**config.mk**
```make
export PLATFORM = sky130hd
export DESIGN_NAME = multipart_boundary_splitter_unit
export DESIGN_NICKNAME = d
export VERILOG_FILES = /design/src/rtl/mbs_pkg.sv /design/src/rtl/mbs_table.sv /design/src/rtl/mbs_window.sv /design/src/rtl/mbs_parser.sv /design/src/rtl/multipart_boundary_splitter_unit.sv
export SDC_FILE = /design/constraint.sdc
export NUM_CORES = 2
export LEC_CHECK = 0
export BUFFER_PORTS_ARGS = -buffer_cell sky130_fd_sc_hd__buf_2
export CAP_MARGIN = 20
export CORE_MARGIN = 4
export CORE_UTILIZATION = 30
export DETAILED_ROUTE_END_ITERATION = 12
export PLACE_DENSITY = 0.5
export SYNTH_ARGS = -nofsm -noshare
export SYNTH_HDL_FRONTEND = slang
export SYNTH_HIERARCHICAL = 1
export SYNTH_SLANG_ARGS = --single-unit
```
**constraint.sdc**
```tcl
create_clock -name i_clk -period 11.8 [get_ports i_clk]
set_input_delay 1.18 -clock i_clk [delete_from_list [all_inputs] [get_ports i_clk]]
set_output_delay 1.18 -clock i_clk [all_outputs]
set_load 0.05 [all_outputs]
```
**src/rtl/mbs_pkg.sv**
```systemverilog
package mbs_pkg;

    // Default table depth: longest boundary string in characters
    localparam int unsigned MAX_BOUNDARY_DEF = 70;

    // Length of the CR LF dash dash prefix ahead of the boundary characters
    localparam int unsigned PREFIX_LEN = 4;

    // Input item kinds
    localparam logic [1:0] KIND_LOAD = 2'd0;
    localparam logic [1:0] KIND_BYTE = 2'd1;
    localparam logic [1:0] KIND_END  = 2'd2;
    localparam logic [1:0] KIND_NEW  = 2'd3;

    // Result events
    localparam logic [2:0] EV_DATA      = 3'd0;
    localparam logic [2:0] EV_PART_BEG  = 3'd1;
    localparam logic [2:0] EV_PART_END  = 3'd2;
    localparam logic [2:0] EV_MSG_END   = 3'd3;
    localparam logic [2:0] EV_ERROR     = 3'd4;

    // Error codes
    localparam logic [1:0] ERR_NONE       = 2'd0;
    localparam logic [1:0] ERR_EARLY_END  = 2'd1;
    localparam logic [1:0] ERR_BAD_SUFFIX = 2'd2;

    // Delimiter characters
    localparam logic [7:0] CH_CR   = 8'h0D;
    localparam logic [7:0] CH_LF   = 8'h0A;
    localparam logic [7:0] CH_DASH = 8'h2D;

    // Parser to window commands
    typedef struct packed {
        logic push;      // shift the current byte in
        logic clear;     // drop all held bytes
        logic preamble;  // match "--boundary" rather than "CR LF --boundary"
    } t_win_cmd;

    // Window to parser status
    typedef struct packed {
        logic       hit;     // delimiter completed by the pushed byte
        logic       spill;   // oldest held byte left the window
        logic [7:0] oldest;  // byte that left the window
    } t_win_stat;

endpackage

```
**src/rtl/mbs_table.sv**
```systemverilog
module mbs_table #(
    parameter int unsigned MAX_BOUNDARY = mbs_pkg::MAX_BOUNDARY_DEF,
    localparam int unsigned PLEN = MAX_BOUNDARY + mbs_pkg::PREFIX_LEN
) (
    input  logic                      i_clk,
    input  logic                      i_we,
    input  logic [6:0]                i_index,
    input  logic [7:0]                i_char,
    output logic [PLEN-1:0][7:0]      o_pattern
);

    logic [7:0] r_table [MAX_BOUNDARY];
    logic [7:0] index_ext;

    assign index_ext = {1'b0, i_index};

    assign o_pattern[0] = mbs_pkg::CH_CR;
    assign o_pattern[1] = mbs_pkg::CH_LF;
    assign o_pattern[2] = mbs_pkg::CH_DASH;
    assign o_pattern[3] = mbs_pkg::CH_DASH;

    // Indexes beyond the table match no entry, so such writes drop out
    for (genvar j = 0; j < MAX_BOUNDARY; j++) begin : g_entry
        always_ff @(posedge i_clk) begin
            if (i_we && index_ext == 8'(j)) begin
                r_table[j] <= i_char;
            end
        end
        assign o_pattern[j + mbs_pkg::PREFIX_LEN] = r_table[j];
    end

endmodule

```
**src/rtl/mbs_window.sv**
```systemverilog
module mbs_window #(
    parameter int unsigned MAX_BOUNDARY = mbs_pkg::MAX_BOUNDARY_DEF,
    localparam int unsigned PLEN = MAX_BOUNDARY + mbs_pkg::PREFIX_LEN,
    localparam int unsigned WLEN = MAX_BOUNDARY + 3,
    localparam int unsigned CW   = $clog2(MAX_BOUNDARY + 4),
    localparam int unsigned LW   = $clog2(MAX_BOUNDARY + 1)
) (
    input  logic                  i_clk,
    input  logic                  i_rst_n,
    input  mbs_pkg::t_win_cmd     i_cmd,
    input  logic [7:0]            i_byte,
    input  logic [LW-1:0]         i_eff_len,
    input  logic [PLEN-1:0][7:0]  i_pattern,
    output mbs_pkg::t_win_stat    o_stat
);

    logic [7:0]    r_win [WLEN];
    logic [CW-1:0] r_count;

    logic [CW-1:0]   cap;
    logic [CW-1:0]   cap_m1;
    logic [CW-1:0]   last_pos;
    logic            full;
    logic [WLEN-1:0] eq_win;
    logic [PLEN-1:0] eq_tail;
    logic            hit;
    logic            spill;

    // Window capacity is one short of the pattern being matched
    assign cap      = CW'(i_eff_len) + (i_cmd.preamble ? CW'(1) : CW'(3));
    assign cap_m1   = cap - CW'(1);
    assign last_pos = CW'(i_eff_len) + CW'(3);
    assign full     = (r_count == cap);

    // Compare every held byte with its pattern byte in parallel
    for (genvar i = 0; i < WLEN; i++) begin : g_cmp
        if (i + 2 < PLEN) begin : g_both
            assign eq_win[i] = (CW'(i) >= cap) ||
                               (r_win[i] == (i_cmd.preamble ? i_pattern[i + 2] : i_pattern[i]));
        end else begin : g_part
            assign eq_win[i] = (CW'(i) >= cap) || (!i_cmd.preamble && r_win[i] == i_pattern[i]);
        end
    end

    // Incoming byte against the final boundary character
    for (genvar j = 0; j < PLEN; j++) begin : g_tail
        assign eq_tail[j] = (CW'(j) == last_pos) && (i_byte == i_pattern[j]);
    end

    assign hit   = i_cmd.push && full && (&eq_win) && (|eq_tail);
    assign spill = i_cmd.push && full && !hit;

    assign o_stat.hit    = hit;
    assign o_stat.spill  = spill;
    assign o_stat.oldest = r_win[0];

    always_ff @(posedge i_clk) begin
        if (!i_rst_n) begin
            r_count <= '0;
        end else if (i_cmd.clear) begin
            r_count <= '0;
        end else if (i_cmd.push) begin
            if (!full) begin
                r_count <= r_count + CW'(1);
            end else if (hit) begin
                r_count <= '0;
            end
        end
    end

    // Fill at the count while filling; once full, shift towards entry 0
    for (genvar i = 0; i < WLEN; i++) begin : g_win
        if (i + 1 < WLEN) begin : g_mid
            always_ff @(posedge i_clk) begin
                if (i_cmd.push && !full && r_count == CW'(i)) begin
                    r_win[i] <= i_byte;
                end else if (spill && CW'(i) == cap_m1) begin
                    r_win[i] <= i_byte;
                end else if (spill && CW'(i) < cap_m1) begin
                    r_win[i] <= r_win[i + 1];
                end
            end
        end else begin : g_last
            always_ff @(posedge i_clk) begin
                if (i_cmd.push && !full && r_count == CW'(i)) begin
                    r_win[i] <= i_byte;
                end else if (spill && CW'(i) == cap_m1) begin
                    r_win[i] <= i_byte;
                end
            end
        end
    end

endmodule

```
**src/rtl/mbs_parser.sv**
```systemverilog
module mbs_parser (
    input  logic               i_clk,
    input  logic               i_rst_n,
    input  logic               i_cfg_we,
    input  logic               i_item_valid,
    input  logic [1:0]         i_kind,
    input  logic [7:0]         i_byte,
    input  mbs_pkg::t_win_stat i_win_stat,
    output mbs_pkg::t_win_cmd  o_win_cmd,
    output logic               o_take,
    input  logic               i_out_ready,
    output logic               o_out_valid,
    output logic [2:0]         o_event_res,
    output logic [7:0]         o_data_byte,
    output logic [1:0]         o_error_code
);

    typedef enum logic [2:0] {
        PH_PREAMBLE,
        PH_SUFFIX1,
        PH_SUFFIX2,
        PH_PART,
        PH_DONE,
        PH_FAILED
    } t_phase;

    t_phase     r_phase, n_phase;
    logic [7:0] r_sfb, n_sfb;
    logic       r_out_valid;
    logic [2:0] r_event, n_event;
    logic [7:0] r_data, n_data;
    logic [1:0] r_err, n_err;
    logic       take;
    logic       res;
    mbs_pkg::t_win_cmd cmd;

    assign take = i_item_valid && (!r_out_valid || i_out_ready);

    always_comb begin
        n_phase      = r_phase;
        n_sfb        = r_sfb;
        n_event      = mbs_pkg::EV_DATA;
        n_data       = 8'h00;
        n_err        = mbs_pkg::ERR_NONE;
        res          = 1'b0;
        cmd.push     = 1'b0;
        cmd.clear    = 1'b0;
        cmd.preamble = (r_phase == PH_PREAMBLE);
        if (i_cfg_we) begin
            n_phase   = PH_PREAMBLE;
            cmd.clear = 1'b1;
        end else if (take) begin
            unique case (i_kind)
                mbs_pkg::KIND_LOAD: begin
                end
                mbs_pkg::KIND_NEW: begin
                    n_phase   = PH_PREAMBLE;
                    cmd.clear = 1'b1;
                end
                mbs_pkg::KIND_END: begin
                    if (r_phase != PH_DONE && r_phase != PH_FAILED) begin
                        n_phase   = PH_FAILED;
                        cmd.clear = 1'b1;
                        res       = 1'b1;
                        n_event   = mbs_pkg::EV_ERROR;
                        n_err     = mbs_pkg::ERR_EARLY_END;
                    end
                end
                mbs_pkg::KIND_BYTE: begin
                    unique case (r_phase)
                        PH_PREAMBLE: begin
                            cmd.push = 1'b1;
                            if (i_win_stat.hit) begin
                                n_phase = PH_SUFFIX1;
                            end
                        end
                        PH_SUFFIX1: begin
                            n_sfb   = i_byte;
                            n_phase = PH_SUFFIX2;
                        end
                        PH_SUFFIX2: begin
                            res = 1'b1;
                            if (r_sfb == mbs_pkg::CH_CR && i_byte == mbs_pkg::CH_LF) begin
                                n_phase   = PH_PART;
                                cmd.clear = 1'b1;
                                n_event   = mbs_pkg::EV_PART_BEG;
                            end else if (r_sfb == mbs_pkg::CH_DASH &&
                                         i_byte == mbs_pkg::CH_DASH) begin
                                n_phase = PH_DONE;
                                n_event = mbs_pkg::EV_MSG_END;
                            end else begin
                                n_phase = PH_FAILED;
                                n_event = mbs_pkg::EV_ERROR;
                                n_err   = mbs_pkg::ERR_BAD_SUFFIX;
                            end
                        end
                        PH_PART: begin
                            cmd.push = 1'b1;
                            if (i_win_stat.hit) begin
                                n_phase = PH_SUFFIX1;
                                res     = 1'b1;
                                n_event = mbs_pkg::EV_PART_END;
                            end else if (i_win_stat.spill) begin
                                res     = 1'b1;
                                n_event = mbs_pkg::EV_DATA;
                                n_data  = i_win_stat.oldest;
                            end
                        end
                        default: begin
                        end
                    endcase
                end
            endcase
        end
    end

    always_ff @(posedge i_clk) begin
        if (!i_rst_n) begin
            r_phase     <= PH_PREAMBLE;
            r_sfb       <= 8'h00;
            r_out_valid <= 1'b0;
        end else begin
            r_phase <= n_phase;
            r_sfb   <= n_sfb;
            if (take && res) begin
                r_out_valid <= 1'b1;
                r_event     <= n_event;
                r_data      <= n_data;
                r_err       <= n_err;
            end else if (i_out_ready) begin
                r_out_valid <= 1'b0;
            end
        end
    end

    assign o_win_cmd    = cmd;
    assign o_take       = take;
    assign o_out_valid  = r_out_valid;
    assign o_event_res  = r_event;
    assign o_data_byte  = r_data;
    assign o_error_code = r_err;

endmodule

```
**src/rtl/multipart_boundary_splitter_unit.sv**
```systemverilog
// Channel   | Handshake                 | Payload
// ----------+---------------------------+------------------------------------------
// input     | i_in_valid / o_in_ready   | i_kind, i_char_index, i_byte_value
// result    | o_out_valid / i_out_ready | o_event_res, o_data_byte, o_error_code
// config    | i_cfg_we (no wait)        | i_cfg_wdata (boundary length)
//
// One input transaction is taken every cycle unless the result side stalls. A
// transaction waits in the input register until the parser takes it; its result
// (if any) is loaded into the result register at that take, so o_out_valid rises
// in the cycle after it. The rate is set by the parallel compare of the held window
// against the boundary table. Synchronous active-low reset clears the phase, the
// held count and both valid flags; table and window contents are not cleared.
// A stalled result holds the result register; the input register then holds too,
// and o_in_ready drops once the input register is occupied.
module multipart_boundary_splitter_unit #(
    parameter int unsigned MAX_BOUNDARY = mbs_pkg::MAX_BOUNDARY_DEF
) (
    input  logic       i_clk,
    input  logic       i_rst_n,
    input  logic       i_cfg_we,
    input  logic [6:0] i_cfg_wdata,
    input  logic       i_in_valid,
    output logic       o_in_ready,
    input  logic [1:0] i_kind,
    input  logic [6:0] i_char_index,
    input  logic [7:0] i_byte_value,
    output logic       o_out_valid,
    input  logic       i_out_ready,
    output logic [2:0] o_event_res,
    output logic [7:0] o_data_byte,
    output logic [1:0] o_error_code
);

    localparam int unsigned PLEN = MAX_BOUNDARY + mbs_pkg::PREFIX_LEN;
    localparam int unsigned LW   = $clog2(MAX_BOUNDARY + 1);

    // Input register
    logic       r_in_valid;
    logic [1:0] r_kind;
    logic [6:0] r_char_index;
    logic [7:0] r_byte;

    // Boundary length register, reset to one character
    logic [6:0] r_boundary_length;

    logic                 take;
    logic [7:0]           len_ext;
    logic [LW-1:0]        eff_len;
    logic [PLEN-1:0][7:0] pattern;
    mbs_pkg::t_win_cmd    win_cmd;
    mbs_pkg::t_win_stat   win_stat;

    // Accept a new transaction whenever the input register is empty or the held one moves on this cycle
    assign o_in_ready = !r_in_valid || take;

    always_ff @(posedge i_clk) begin
        if (!i_rst_n) begin
            r_in_valid <= 1'b0;
        end else if (o_in_ready) begin
            r_in_valid <= i_in_valid;
        end
    end

    always_ff @(posedge i_clk) begin
        if (i_in_valid && o_in_ready) begin
            r_kind       <= i_kind;
            r_char_index <= i_char_index;
            r_byte       <= i_byte_value;
        end
    end

    always_ff @(posedge i_clk) begin
        if (!i_rst_n) begin
            r_boundary_length <= 7'd1;
        end else if (i_cfg_we) begin
            r_boundary_length <= i_cfg_wdata;
        end
    end

    // Clamp the length: zero acts as one, anything above the table depth as the depth
    assign len_ext = {1'b0, r_boundary_length};
    assign eff_len = (len_ext == 8'd0)                ? LW'(1) :
                     (len_ext > 8'(MAX_BOUNDARY))     ? LW'(MAX_BOUNDARY) :
                                                        LW'(len_ext);

    mbs_table #(
        .MAX_BOUNDARY (MAX_BOUNDARY)
    ) u_table (
        .i_clk     (i_clk),
        .i_we      (take && r_kind == mbs_pkg::KIND_LOAD),
        .i_index   (r_char_index),
        .i_char    (r_byte),
        .o_pattern (pattern)
    );

    mbs_window #(
        .MAX_BOUNDARY (MAX_BOUNDARY)
    ) u_window (
        .i_clk     (i_clk),
        .i_rst_n   (i_rst_n),
        .i_cmd     (win_cmd),
        .i_byte    (r_byte),
        .i_eff_len (eff_len),
        .i_pattern (pattern),
        .o_stat    (win_stat)
    );

    // Phase control and result register
    mbs_parser u_parser (
        .i_clk        (i_clk),
        .i_rst_n      (i_rst_n),
        .i_cfg_we     (i_cfg_we),
        .i_item_valid (r_in_valid),
        .i_kind       (r_kind),
        .i_byte       (r_byte),
        .i_win_stat   (win_stat),
        .o_win_cmd    (win_cmd),
        .o_take       (take),
        .i_out_ready  (i_out_ready),
        .o_out_valid  (o_out_valid),
        .o_event_res  (o_event_res),
        .o_data_byte  (o_data_byte),
        .o_error_code (o_error_code)
    );

endmodule

```
==> impl_metrics.yaml <==
status:
  status: "completed"
global_routing:
  grt.busiest_layer: "met2"
  met3_usage_pct: 4.096
  grt_pass1_vias: 45080
  grtUsageMet2_pct: 33.52
  grt_first_pass_wirelength_um: 372400
  grt_max_degree: 121
  gr-usage-all-layers_pct: 22.08
  antenna_found_initial: 23
  grt_overflow: 0
  use_met1_pct: 30.89
setup_path:
  setup.worst_path.end_class: "flop"
  crit_fanout: 35
  path_class: "reg2reg"
  cp-start-kind: "flop"
  crit_arrival_ns: 8.87
  crit_required_ns: 12.23
placement:
  portBuffers: 43
  dpl.cell_count: 8135
  gp_congestion: 0.9626
  dpl.hpwl_um: 191500
clock_network:
  clock-sinks: 1201
  post_cts_buffers: 0
  cts-buffers-inserted: 141
  ctsResizeCount: 0
  cts-root-buf: "clkbuf_16"
  clkLatencyLatePin_ns: 0.81
  tritoncts: "done"
  ctsHtreeMaxLevel: 4
  cts_hold_buf: 0
  clockBufferDepth: 3
  clk_pin_slew_worst_paths_ns: 0.06
timing:
  min_period_ns: 8.437
  tightest_slew_ns: 1.270
  fmaxAchievable_mhz: 118.5
  period_share_pct: 71.50
  fin_skew_ns: 0.04492
  setup_violations: 0
  slew_viol_final: 0
  finalHoldViolations: 0
  rsz0062_at_grt: "false"
  holdWs_ns: 0.4736
  setup_tns_ns: 0
  relSlewSlack_pct: 14.91
route:
  wl_um: 269400
  wl_per_cell_um: 32.05
  ant_nets: 0
  vias: 45850
  drt_first_pass_iters: 8
  first_iter_violations: 5205
  avgViaCountPerCell: 5.454
  drc: 0
min_path:
  hold_path_class: "reg2reg"
floorplanning:
  core_um2: 227300
  ios: 44
  rows: 175
  die-area_um2: 236200
  start_util_pct: 30.17
  die_x_um: 486.1
  die_h_um: 486.1
layout:
  multi_input_area_um2: 31310
  area_delta_synth_final_pct: 12.73
  drive_above_1_share_pct: 18.02
  instances_no_fill: 8407
  final_nets: 5318
  fill_cells: 22280
  regArea_um2: 35790
yosys:
  synth-seq-area-share_pct: 52.21
  synth_edf_count: 1174
  synthesis.area_um2: 68560
  yosys_warnings: 6
  synthCells: 5220
  yosysTopAreaCell: "edfxtp_1"
  ys_seq_elements: 1201
  synth.top_cell.area_share_pct: 51.42
  synth.top_cells.by_area: "edfxtp_1 (51%), xnor2_1 (10%), mux2i_1 (8.5%)"
  synthArstFlopShare_pct: 0
  synth_cell_type_count: 100
  synthFlopType: "edfxtp_1"
  avgSynthCellArea_um2: 13.13
pwr:
  p_leak_nw: 27.53
  power.density_nw_per_um2: 133.8
  total_power_mw: 10.34
  ir_drop_mv: 0.1286
job:
  maxCapViolCount: 0
worst max-delay path: stages (launching register included):
cell and delay, ns:
dfxtp_1 0.42, nor3_2 0.25, buf_4 0.40, inv_1 0.18
fa_1 1.26, nor3b_2 0.88, nand2_1 0.88, a21oi_1 0.70
a2111oi_0 0.14, a31oi_1 0.34, nor3_1 0.12, nand4_2 0.23
nor2_8 0.18, or2_2 0.41, inv_1 0.34, buf_4 0.67
a311o_1 0.53
power by group:
group          total, mW  switching, mW  leakage (nW)  internal [mW]
Combinational       1.16          0.832          14.5          0.331
Sequential          4.72         0.0198          10.8           4.70
Clock               4.45           1.85          2.26           2.60
logic make-up (layout without fill, tap and decap cells):
group                    after synthesis  in the layout  synth area share, %
AND/OR/NAND/NOR                      931            931                7.867
other                                  2             42              0.01095
multiplexers                        1153           1153                17.87
flip-flops                          1201           1201                52.21
adder cells (fa/ha/maj)               18             18               0.3358
AO/OA/AOI/OAI                        372            372                3.780
XOR/XNOR                            1200           1200                15.36
buffers and inverters                343            481                2.568
layout by cell type (no fill, tap or decap), types with 61 or more instances in the layout:
cell / netlist / routed
nor2_1: 184 / 181
mux2_2: 416 / 416
nand4_1: 128 / 128
xor2_1: 407 / 406
nand2_1: 114 / 114
mux2i_1: 585 / 585
buf_4: 63 / 133
mux2_1: 152 / 152
xnor2_1: 791 / 788
clkbuf_16: 0 / 145
a21oi_1: 61 / 61
nand3_1: 74 / 74
o21ai_0: 65 / 62
nor4_1: 186 / 177
edfxtp_1: 1174 / 1174
cell type report:
| type | instances | share of cell area, % |
|---|---|---|
| Inverter | 17 | 0.08257 |
| Timing Repair Buffer | 205 | 2.186 |
| Clock inverter | 83 | 1.149 |
| Sequential cell | 1201 | 46.31 |
| Tap cell | 3009 | 4.871 |
| Clock buffer | 176 | 4.858 |
| Multi-Input combinational cell | 3706 | 40.51 |
| Antenna cell | 10 | 0.03238 |
metrics by stage:
step	worst slack [ns]	cell area [um^2]	utilization, %
after floorplan	5.357	68670	-
after global placement	3.001	72470	31.88
after detailed placement	3.724	72590	31.94
after CTS	3.673	77230	33.98
after global routing	3.258	77260	33.99
final	3.363	77290	34.00
final timing paths:
path | cells after the start | slack (ns) | startpoint | to
setup / recovery | 16 | 3.36 | u_parser/r_phase[0] | u_window/r_win[2][2]
hold / removal | 2 | 0.47 | u_parser/r_sfb[0] | u_parser/r_sfb[0]
setup reg to reg | 16 | 3.36 | u_parser/r_phase[0] | u_window/r_win[2][2]
hold reg to reg | 2 | 0.47 | u_parser/r_sfb[0] | u_parser/r_sfb[0]
registers in the layout, indices dropped and copies added (netlist names), 7 cells and up:
register / cells
u_window/r_win: 584
u_table/r_table: 560
r_byte: 8
u_parser/o_data_byte: 8
u_parser/r_sfb: 8
r_boundary_length: 7
r_char_index: 7
u_window/r_count: 7
synth_stat cells, drive strengths merged (9+ instances only):
library cell / n
inv: 16
ha: 16
nor3: 89
o21ai: 72
o41ai: 12
a211oi: 9
o31a: 9
xor2: 407
edfxtp: 1174
dfxtp: 27
a21oi: 61
o2bb2ai: 12
a22oi: 13
a32oi: 10
mux2: 568
and2: 15
nor2: 216
o22ai: 40
nand4bb: 9
a31o: 9
nor2b: 18
nor4: 196
xnor2: 792
or3: 9
a311o: 11
nand4: 129
nand2: 115
mux2i: 585
a31oi: 31
nand3: 75
buf: 207
a211o: 14
clkbuf: 119
nand2b: 11
routing by layer:
metal	up-vias	share of wire [%]
met1	23720	44
met2	2009	44
li1	19640	-
met4	16	4.3
met3	469	7.4
met5	-	0.039
No activity file was read; power rests on OpenSTA's default activity.
